<file path="src/hw/rtl/wgs_pkg.sv">
package wgs_pkg;

    // Defaults for the grid size; the top level takes them as parameters.
    localparam int GRID_COLS_DEF = 64;
    localparam int GRID_ROWS_DEF = 64;

    localparam int WORD_W      = 32;
    localparam int COEFF_W     = 15;
    localparam int OPC_W       = 2;
    localparam logic [COEFF_W-1:0] COEFF_RESET = 15'd6554;

    // Stencil arithmetic widths: the neighbour term, twice the centre minus the
    // previous value, the coupling product and the final sum before saturation.
    localparam int LAP_W  = 35;
    localparam int DCP_W  = 34;
    localparam int PROD_W = LAP_W + COEFF_W + 1;
    localparam int SUM_W  = 36;

    // Cycles from the last scan read to the last write-back of a step.
    localparam int DRAIN_CYCLES = 5;
    localparam int DRAIN_W      = $clog2(DRAIN_CYCLES);

    typedef enum logic [OPC_W-1:0] {
        OP_IMPULSE = 2'd0,
        OP_STEP    = 2'd1,
        OP_READ    = 2'd2,
        OP_NOP     = 2'd3
    } opcode_t;

    typedef struct packed {
        logic load;     // capture the operands of an accepted word
        logic clear;    // write zero to both fields at the scan address
        logic scan;     // stream the current field at the scan address
        logic cell_wr;  // write back the impulse sum
        logic capture;  // load the result registers
    } ctrl_cmd_t;

    function automatic logic signed [WORD_W-1:0] sat_word(input logic signed [SUM_W-1:0] v);
        logic in_range;
        in_range = (&v[SUM_W-1:WORD_W-1]) || !(|v[SUM_W-1:WORD_W-1]);
        if (in_range) begin
            sat_word = v[WORD_W-1:0];
        end else if (v[SUM_W-1]) begin
            sat_word = {1'b1, {(WORD_W-1){1'b0}}};
        end else begin
            sat_word = {1'b0, {(WORD_W-1){1'b1}}};
        end
    endfunction

endpackage

</file>
<file path="src/hw/rtl/wgs_ctrl.sv">
module wgs_ctrl
    import wgs_pkg::*;
#(
    parameter int GRID_COLS = GRID_COLS_DEF,
    parameter int GRID_ROWS = GRID_ROWS_DEF,
    localparam int COL_W = $clog2(GRID_COLS),
    localparam int ROW_W = $clog2(GRID_ROWS)
) (
    input  logic             clk,
    input  logic             rst_n,
    input  logic             start,
    input  logic [OPC_W-1:0] opcode,
    output logic             busy,
    output logic             result_strobe,
    output ctrl_cmd_t        cmd,
    output logic [ROW_W-1:0] scan_row,
    output logic [COL_W-1:0] scan_col
);

    typedef enum logic [2:0] {
        ST_CLEAR,
        ST_IDLE,
        ST_IMP_RD,
        ST_IMP_WR,
        ST_RD_RD,
        ST_RD_DONE,
        ST_SCAN,
        ST_DRAIN
    } state_t;

    localparam logic [COL_W-1:0] LAST_COL = COL_W'(GRID_COLS - 1);
    localparam logic [ROW_W-1:0] LAST_ROW = ROW_W'(GRID_ROWS - 1);

    state_t             state_reg;
    logic               busy_reg;
    logic               strobe_reg;
    logic [ROW_W-1:0]   row_reg;
    logic [COL_W-1:0]   col_reg;
    logic [DRAIN_W-1:0] drain_reg;
    logic               accept;
    logic               last_cell;

    assign accept    = start && !busy_reg;
    assign last_cell = (row_reg == LAST_ROW) && (col_reg == LAST_COL);

    always_ff @(posedge clk or negedge rst_n)
    begin
        if (!rst_n)
        begin
            state_reg  <= ST_CLEAR;
            busy_reg   <= 1'b1;
            strobe_reg <= 1'b0;
            row_reg    <= '0;
            col_reg    <= '0;
            drain_reg  <= '0;
        end
        else
        begin
            strobe_reg <= 1'b0;
            case (state_reg)
                ST_CLEAR, ST_SCAN:
                begin
                    if (last_cell)
                    begin
                        row_reg <= '0;
                        col_reg <= '0;
                        if (state_reg == ST_CLEAR)
                        begin
                            state_reg <= ST_IDLE;
                            busy_reg  <= 1'b0;
                        end
                        else
                        begin
                            state_reg <= ST_DRAIN;
                            drain_reg <= DRAIN_W'(DRAIN_CYCLES - 1);
                        end
                    end
                    else if (col_reg == LAST_COL)
                    begin
                        col_reg <= '0;
                        row_reg <= row_reg + ROW_W'(1);
                    end
                    else
                    begin
                        col_reg <= col_reg + COL_W'(1);
                    end
                end
                ST_IDLE:
                begin
                    if (accept)
                    begin
                        case (opcode_t'(opcode))
                            OP_IMPULSE:
                            begin
                                state_reg <= ST_IMP_RD;
                                busy_reg  <= 1'b1;
                            end
                            OP_STEP:
                            begin
                                state_reg <= ST_SCAN;
                                busy_reg  <= 1'b1;
                            end
                            OP_READ:
                            begin
                                state_reg <= ST_RD_RD;
                                busy_reg  <= 1'b1;
                            end
                            default:
                            begin
                                state_reg <= ST_IDLE;
                            end
                        endcase
                    end
                end
                ST_IMP_RD:
                begin
                    state_reg <= ST_IMP_WR;
                end
                ST_IMP_WR:
                begin
                    state_reg <= ST_IDLE;
                    busy_reg  <= 1'b0;
                end
                ST_RD_RD:
                begin
                    state_reg <= ST_RD_DONE;
                end
                ST_RD_DONE:
                begin
                    state_reg  <= ST_IDLE;
                    busy_reg   <= 1'b0;
                    strobe_reg <= 1'b1;
                end
                ST_DRAIN:
                begin
                    if (drain_reg == '0)
                    begin
                        state_reg <= ST_IDLE;
                        busy_reg  <= 1'b0;
                    end
                    else
                    begin
                        drain_reg <= drain_reg - DRAIN_W'(1);
                    end
                end
                default:
                begin
                    state_reg <= ST_IDLE;
                    busy_reg  <= 1'b0;
                end
            endcase
        end
    end

    assign busy          = busy_reg;
    assign result_strobe = strobe_reg;
    assign scan_row      = row_reg;
    assign scan_col      = col_reg;

    assign cmd.load    = accept;
    assign cmd.clear   = (state_reg == ST_CLEAR);
    assign cmd.scan    = (state_reg == ST_SCAN);
    assign cmd.cell_wr = (state_reg == ST_IMP_WR);
    assign cmd.capture = (state_reg == ST_RD_DONE);

    a_strobe_after_read: assert property (@(posedge clk) disable iff (!rst_n)
        strobe_reg |-> $past(state_reg == ST_RD_DONE))
        else $error("result strobe without a completed read");

    a_busy_matches_state: assert property (@(posedge clk) disable iff (!rst_n)
        busy_reg == (state_reg != ST_IDLE))
        else $error("busy flag out of step with the controller state");

    a_scan_in_grid: assert property (@(posedge clk) disable iff (!rst_n)
        (row_reg <= LAST_ROW) && (col_reg <= LAST_COL))
        else $error("scan address left the grid");

    a_scan_starts_at_origin: assert property (@(posedge clk) disable iff (!rst_n)
        (state_reg == ST_SCAN && $past(state_reg) != ST_SCAN) |-> (row_reg == '0 && col_reg == '0))
        else $error("step scan did not start at the first cell");

endmodule

</file>
<file path="config.mk">
export PLATFORM = sky130hd
export DESIGN_NAME = wgs_ctrl
export DESIGN_NICKNAME = d
export VERILOG_FILES = /design/src/hw/rtl/wgs_pkg.sv /design/src/hw/rtl/wgs_ctrl.sv
export SDC_FILE = /design/constraint.sdc
export NUM_CORES = 1
export LEC_CHECK = 0
export ABC_AREA = 1
export BUFFER_PORTS_ARGS = -buffer_cell sky130_fd_sc_hd__buf_2
export CAP_MARGIN = 20
export CORE_UTILIZATION = 45
export CTS_BUF_LIST = sky130_fd_sc_hd__clkbuf_4
export CTS_CLUSTER_DIAMETER = 60
export DETAILED_ROUTE_END_ITERATION = 10
export GPL_TIMING_DRIVEN = 1
export PLACE_DENSITY_LB_ADDON = 0.08
export SYNTH_ARGS = -nofsm -noshare
export SYNTH_HDL_FRONTEND = slang
export SYNTH_SLANG_ARGS = --single-unit
</file>
<file path="constraint.sdc">
create_clock -name clk -period 2.4 [get_ports clk]
set_input_delay 0.12 -clock clk [delete_from_list [all_inputs] [get_ports clk]]
set_output_delay 0.12 -clock clk [all_outputs]
set_load 0.05 [all_outputs]
</file>
==> key figures, run 1 <==
Outcome
  – Run status: completed

Power
  – Leakage power: roughly 0.77 nW
  – Power per cell area: 447 mW/mm²
  – Worst VDD drop: 0.000295 V

CTS
  – Worst-skew pair later-pin latency: around 0.3 ns
  – Worst-path clk slew: around 0.12 ns
  – Clock Path Buffers: 2
  – CTS root buf: clkbuf_4
  – Cts repair resizes: 0
  – Total CTS buffers: 3
  – TritonCTS clock tree: built
  – Clock sink total: 20
  – H-tree depth: 1

Cells and area
  – Layout cells sized above 1: 26.1%
  – Nets: 189
  – Filler cells: 243
  – Area Growth Syn to Fin: 17.2%
  – Most frequent cells in the layout: nand2_1, buf_2, inv_1, dfrtp_1, nor2_1
  – Commonest non-fill, non-tap cell in the layout: nand2_1
  – Ant diodes: 0

Worst setup path
  – Crit-path max FO: 7
  – Worst Path Arrival: 1.77 ns
  – Worst path max stage delay: 0.47 ns
  – Most frequent CP cell: nand2_1
  – Crit Path Class: flip-flop to flip-flop
  – CP Capture Type: flip-flop
  – Startpoint types: flip-flop
  – Req. time, crit path: 2.60 ns
  – Crit path max-delay cell type: dfrtp_1
  – Worst-path cell chain: ha_1 > nand3_2 > nor2_1 > nand2_1 > nand2_2 > nand3_1 > nand2_1 > nand2_1

Detailed routing
  – TritonRoute pass-1 iters: 4
  – Vias: a little over 1000
  – Initial drt markers: 15
  – Routed wire per std cell: 11.3 µm
  – DRC Markers: 0
  – Routed Wire Length: 2330 µm
  – Vias per cell: 4.91
  – Final ANT Viol Nets: 0

STA
  – WHS: 0.222 ns
  – Least-Margin Pin Slew: 0.439 ns
  – Total negative setup slack: 0 ns
  – Relative slew slack: 70.7%
  – Unrepaired setup endpoints after global routing: no
  – Fin crit share: about two thirds
  – Fmax: 637 MHz
  – Clk_skew: 0.00931 ns
  – Final Setup Violations: 0
  – Period minus WS final: 1.57 ns
  – Slew Limit Fails: 0
  – Final hold viol count: 0

Floorplanning
  – Chip Width: 53.8 µm
  – Die height: 53.8 µm
  – CORE AREA: between 0.002 and 0.0025 mm²
  – Die ar.: roughly 0.0029 mm²
  – I/O Pins: 24
  – FP Rows: 18
  – Starting density of the core: 48.2%

Global routing
  – GRT Total Usage: around 18%
  – Vias in the first global route: 883
  – Gr ovfl total: 0
  – Pin count of the biggest net entering global routing: 21
  – Global-route wire length before repair: 3590 µm
  – Initial antenna violation count: 0

Logic synthesis
  – Mapped Area: about 0.0012 mm²
  – Yosys top cell area share: 39.4%
  – Syn_area_per_cell: 8.10 µm²
  – Post-synth EDFFs: 0
  – Part of the Yosys area used for sequential elements: 41.6%
  – Synthesized instance count: 149
  – Unique masters post-synth: 28
  – Leading area contributor after synthesis: dfrtp_1
  – Yosys reg bits: 20
  – Dominant cells by area after synthesis: dfrtp_1, nand2_1, ha_1
  – Yosys warning count: 0
  – Ys flop type: dfrtp_1
  – Post-synthesis async set-or-reset flop share: 100%
  – Net Count, Synth: 161

Place
  – Port Buffers: 23
  – DP HPWL: 1760 µm
  – RePlAce Congestion: 0.828

Flow run
  – Max Cap Viol: 0

Worst hold path
  – HP Class: input port to flip-flop
-- path summary, 6_finish.rpt --
path | startpoint | to | slack (ns) | cells after the start
min in group asynchronous | rst_n | state_reg[1] | 0.28 | 2
max in group asynchronous | rst_n | busy | 1.79 | 2
setup reg to reg | scan_row[0] | state_reg[2] | 0.83 | 8
setup / recovery | scan_row[0] | state_reg[2] | 0.83 | 8
hold reg to reg | drain_reg[1] | drain_reg[1] | 0.49 | 2
hold / removal | start | busy | 0.22 | 5
-- what timing repair did --
item	in CTS	in global routing
buffers inserted	0	0
hold buffers	1	0
endpoints found under the hold margin	19	0
-- per-layer routing --
metal  global-route usage (%)  routed length [µm]
met1                     19.9                1070
met2                     33.1                1200
met3                     2.54                  54
met4                     6.58                  15
met5                        0                   0
-- where the power goes --
part / total, mW / switching (mW) / internal (mW)
registers: 0.337 / 0 / 0.337
logic: 0.0206 / 0.0144 / 0.00613
clock network: 0.275 / 0.106 / 0.169
-- kinds of logic (layout without fill, tap and decap cells) --
group | after synthesis | in the layout | synth area share, %
multiplexers | 1 | 1 | 0.934
AND/OR/NAND/NOR | 76 | 76 | 31.2
AO/OA/AOI/OAI | 16 | 16 | 7.36
buffers and inverters | 24 | 51 | 7.99
XOR/XNOR | 5 | 5 | 3.63
flip-flops | 20 | 20 | 41.6
adder cells (fa/ha/maj) | 7 | 7 | 7.26
-- through the flow --
step	instance area (µm²)	util, %	total power [mW]	cells	setup slack (ns)
global placement	1350	54.1	0.363	201	0.954
floorplan	1210	-	0.353	149	0.646
CTS	1410	56.6	0.644	206	0.842
global route	1410	56.6	0.657	206	0.699
detailed placement	1350	54.1	0.364	201	0.867
finish	1410	56.6	0.633	206	0.830
-- synthesized netlist by cell type (all sizes together), types with 4 or more instances --
| master | count |
|---|---|
| nand2 | 45 |
| inv | 23 |
| dfrtp | 19 |
| nor2 | 12 |
| nand3 | 11 |
| o21ai | 9 |
| ha | 7 |
| a21oi | 5 |
| nand4 | 5 |
| xnor2 | 4 |
-- critical path, delay by kind of cell (launching register included) --
| kind | cells | cell delay [ns] |
|---|---|---|
| fa+ha+maj | 1 | 0.22 |
| simple gates | 7 | 0.77 |
| flops | 1 | 0.47 |
-- area by class of cell --
class | count | area (µm²) | area share, %
Clock buffer | 3 | 22.5 | 1.59
Inverter | 23 | 88.8 | 6.28
Sequential cell | 20 | 502 | 35.5
Multi-Input combinational cell | 105 | 608 | 43.0
Clock inverter | 1 | 30.0 | 2.12
Tap cell | 30 | 37.5 | 2.65
Timing Repair Buffer | 24 | 125 | 8.85
Power figures use the tool's default switching activity.
==> run 2: changes to the inputs <==
--- a/config.mk
+++ b/config.mk
@@ -5,7 +5,7 @@
 export SDC_FILE = /design/constraint.sdc
 export NUM_CORES = 1
 export LEC_CHECK = 0
-export ABC_AREA = 1
+export ABC_AREA = 0
 export BUFFER_PORTS_ARGS = -buffer_cell sky130_fd_sc_hd__buf_2
 export CAP_MARGIN = 20
 export CORE_UTILIZATION = 45
==> constraint.sdc (replaced) <==
create_clock -name clk -period 1.6 [get_ports clk]
set_input_delay 0.08 -clock clk [delete_from_list [all_inputs] [get_ports clk]]
set_output_delay 0.08 -clock clk [all_outputs]
set_load 0.05 [all_outputs]
==> key figures, run 2 <==
Cells and area
  – Layout cells sized above 1: 32.4%
  – Nets: 158
  – Most frequent cells in the layout: buf_2, nand2_1, dfrtp_1
  – Filler cells: 228
  – Commonest non-fill, non-tap cell in the layout: buf_2
  – Fin area: 0.00135 mm²
  – Area Growth Syn to Fin: 17.9%
  – Ant diodes: 0
  – Sequential cell area: 510 µm²
  – Non-Filler Instances: 173
  – Area of the multi-input gates: just under 600 µm²

Logic synthesis
  – Dominant cells by area after synthesis: dfrtp_1, ha_1, nand2_1
  – Post-synthesis async set-or-reset flop share: 100%
  – Syn_area_per_cell: 9.65 µm²
  – Most common cell in the netlist: nand2_1
  – Net Count, Synth: between 100 and 150
  – Post-synth EDFFs: 0
  – Leading area contributor after synthesis: dfrtp_1
  – Yosys warning count: 0
  – Most frequent cells after synthesis: nand2_1, dfrtp_1, inv_1, nor2_1, o21ai_0
  – Synthesized instance count: 119
  – Yosys reg bits: 20
  – Unique masters post-synth: 35
  – Yosys top cell area share: 41.4%
  – Ys flop type: dfrtp_1
  – Part of the Yosys area used for sequential elements: between 40% and 50%
  – Mapped Area: 0.00115 mm²

CTS
  – Worst-skew pair later-pin latency: 0.30 ns
  – Worst-path clk slew: ~0.11 ns
  – TritonCTS clock tree: built
  – Buffers inserted by post-CTS timing repair: 0
  – CTS root buf: clkbuf_4
  – Clock sink total: 20
  – H-tree depth: 1
  – Clock Path Buffers: 2
  – Total CTS buffers: 3

Place
  – DP HPWL: 1670 µm
  – Dpl cell area: 0.00130 mm²
  – RePlAce Congestion: 0.768
  – Placed Cells: 168
  – Port Buffers: 23

Floorplanning
  – Die height: approximately 53 µm
  – FP Rows: 17
  – CORE AREA: approximately 0.0023 mm²
  – Chip Width: 52.5 µm
  – Starting density of the core: 49.5%
  – I/O Pins: 24
  – Die ar.: 0.00276 mm²

Detailed routing
  – Routed Wire Length: 2200 µm
  – Vias: 923
  – Final ANT Viol Nets: 0
  – Vias per cell: 5.34
  – TritonRoute pass-1 iters: 4
  – Routed wire per std cell: 12.7 µm
  – DRC Markers: 0
  – Initial drt markers: 9

STA
  – Period minus WS final: 1.53 ns
  – Final Setup Violations: 0
  – Relative slew slack: 69.8%
  – Unrepaired setup endpoints after global routing: no
  – Final hold viol count: 0
  – Least-Margin Pin Slew: 0.453 ns
  – Clk_skew: 0.00485 ns
  – Fmax: 655 MHz
  – Fin crit share: a little over nine tenths
  – Slew Limit Fails: 0
  – Total negative setup slack: 0 ns

Outcome
  – Run status: completed

Worst setup path
  – Worst Path Arrival: 1.45 ns
  – Crit-path max FO: 8
  – Worst reg-to-reg path cell count: 5
  – CP Capture Type: output pin
  – Worst-path cell chain: or2_4 > nor2_1 > buf_2
  – Req. time, crit path: approximately 1.5 ns
  – Crit path max-delay cell type: dfrtp_2
  – Worst path max stage delay: ~0.50 ns
  – Startpoint types: flip-flop
  – Crit Path Class: flip-flop to output pin

Worst hold path
  – HP Class: input port to flip-flop
  – Worst Hold Depth: 3

Global routing
  – GRT Total Usage: a little under a fifth
  – Gr ovfl total: 0
  – Pin count of the biggest net entering global routing: 21
  – Vias in the first global route: 870
  – Global-route wire length before repair: 3760 µm
  – Initial antenna violation count: 0

Power
  – Power per cell area: 1580 mW/mm²
  – Worst VDD drop: 0.00107 V
  – Leakage power: 0.673 nW

Flow run
  – Max Cap Viol: 0
run 2: cell types whose count changed in the layout (fill, tap and decap cells not counted), moves of 3 or more:
cell	change
dfrtp_2	+7
inv_1	-9
buf_4	+4
nand2_2	-3
nand2_1	-20
nand3_1	-4
dfrtp_1	-7
inv_2	-3
nand3_2	-4
run 2: per-stage QoR:
stage               power [mW]  worst slack, ns  hold slack (ns)  util (%)
floorplan                 1.67          -0.0544           -0.216         -
global placement          1.86            0.104           0.0535      56.0
detailed placement        1.88           0.0721           0.0555      56.0
CTS                       2.16           0.0334            0.141      57.8
global route              2.30          0.00247            0.119      58.4
finish                    2.14           0.0743            0.145      58.4
run 2: timing repair:
item,4_1_cts,5_1_grt
resized for setup,2,6
hold buffers,1,0
endpoints found under the setup margin,1,8
endpoints found under the hold margin,19,0
cloned,0,0
run 2: final timing paths:
path / start / end / slack [ns]
setup / recovery: state_reg[1] / cmd[3] / 0.07
hold / removal: start / busy / 0.15
setup reg to reg: scan_col[0] / scan_row[4] / 0.10
hold reg to reg: scan_col[2] / scan_col[2] / 0.51
max in group asynchronous: rst_n / busy / 1.02
min in group asynchronous: rst_n / state_reg[0] / 0.24
run 2: worst max-delay path, delay by kind of cell (launching register included):
kind | cells | cell delay (ns)
DFF | 1 | 0.50
and+or+nand+nor | 2 | 0.39
buffers and inverters | 1 | 0.26
run 2: per-layer routing:
| metal | track usage (%) | up-vias | wire, µm |
|---|---|---|---|
| met2 | 32.1 | 19 | 1050 |
| met4 | 5.26 | 0 | 23 |
| met5 | 0 | - | 0 |
| met3 | 6.09 | 4 | 76 |
| met1 | 22.6 | 433 | 1050 |
| li1 | - | 467 | - |
run 2: kinds of logic (layout without fill, tap and decap cells):
logic type / Yosys count / after routing / share of synthesized area (%)
simple gates: 44 / 44 / 19.9
compound gates: 26 / 26 / 15.6
flops: 20 / 20 / 43.7
buf+inv: 15 / 41 / 6.86
fa+ha+maj: 7 / 7 / 7.62
xor+xnor: 5 / 5 / 4.47
mux: 2 / 2 / 1.85
run 2: area by class of cell:
| type | instances | share of cell area (%) |
|---|---|---|
| sequential | 20 | 37.7 |
| multi-input combinational | 84 | 43.4 |
| timing repair buffer | 27 | 11.3 |
| tap | 28 | 2.59 |
| inverter | 10 | 2.77 |
| clock buffer | 4 | 2.22 |
run 2: power by group:
group          leakage [nW]  internal (mW)  switching (mW)  total (mW)
Combinational         0.401          0.333           0.724        1.06
Clock                0.0184          0.114           0.152       0.266
Sequential            0.254          0.641           0.181       0.822
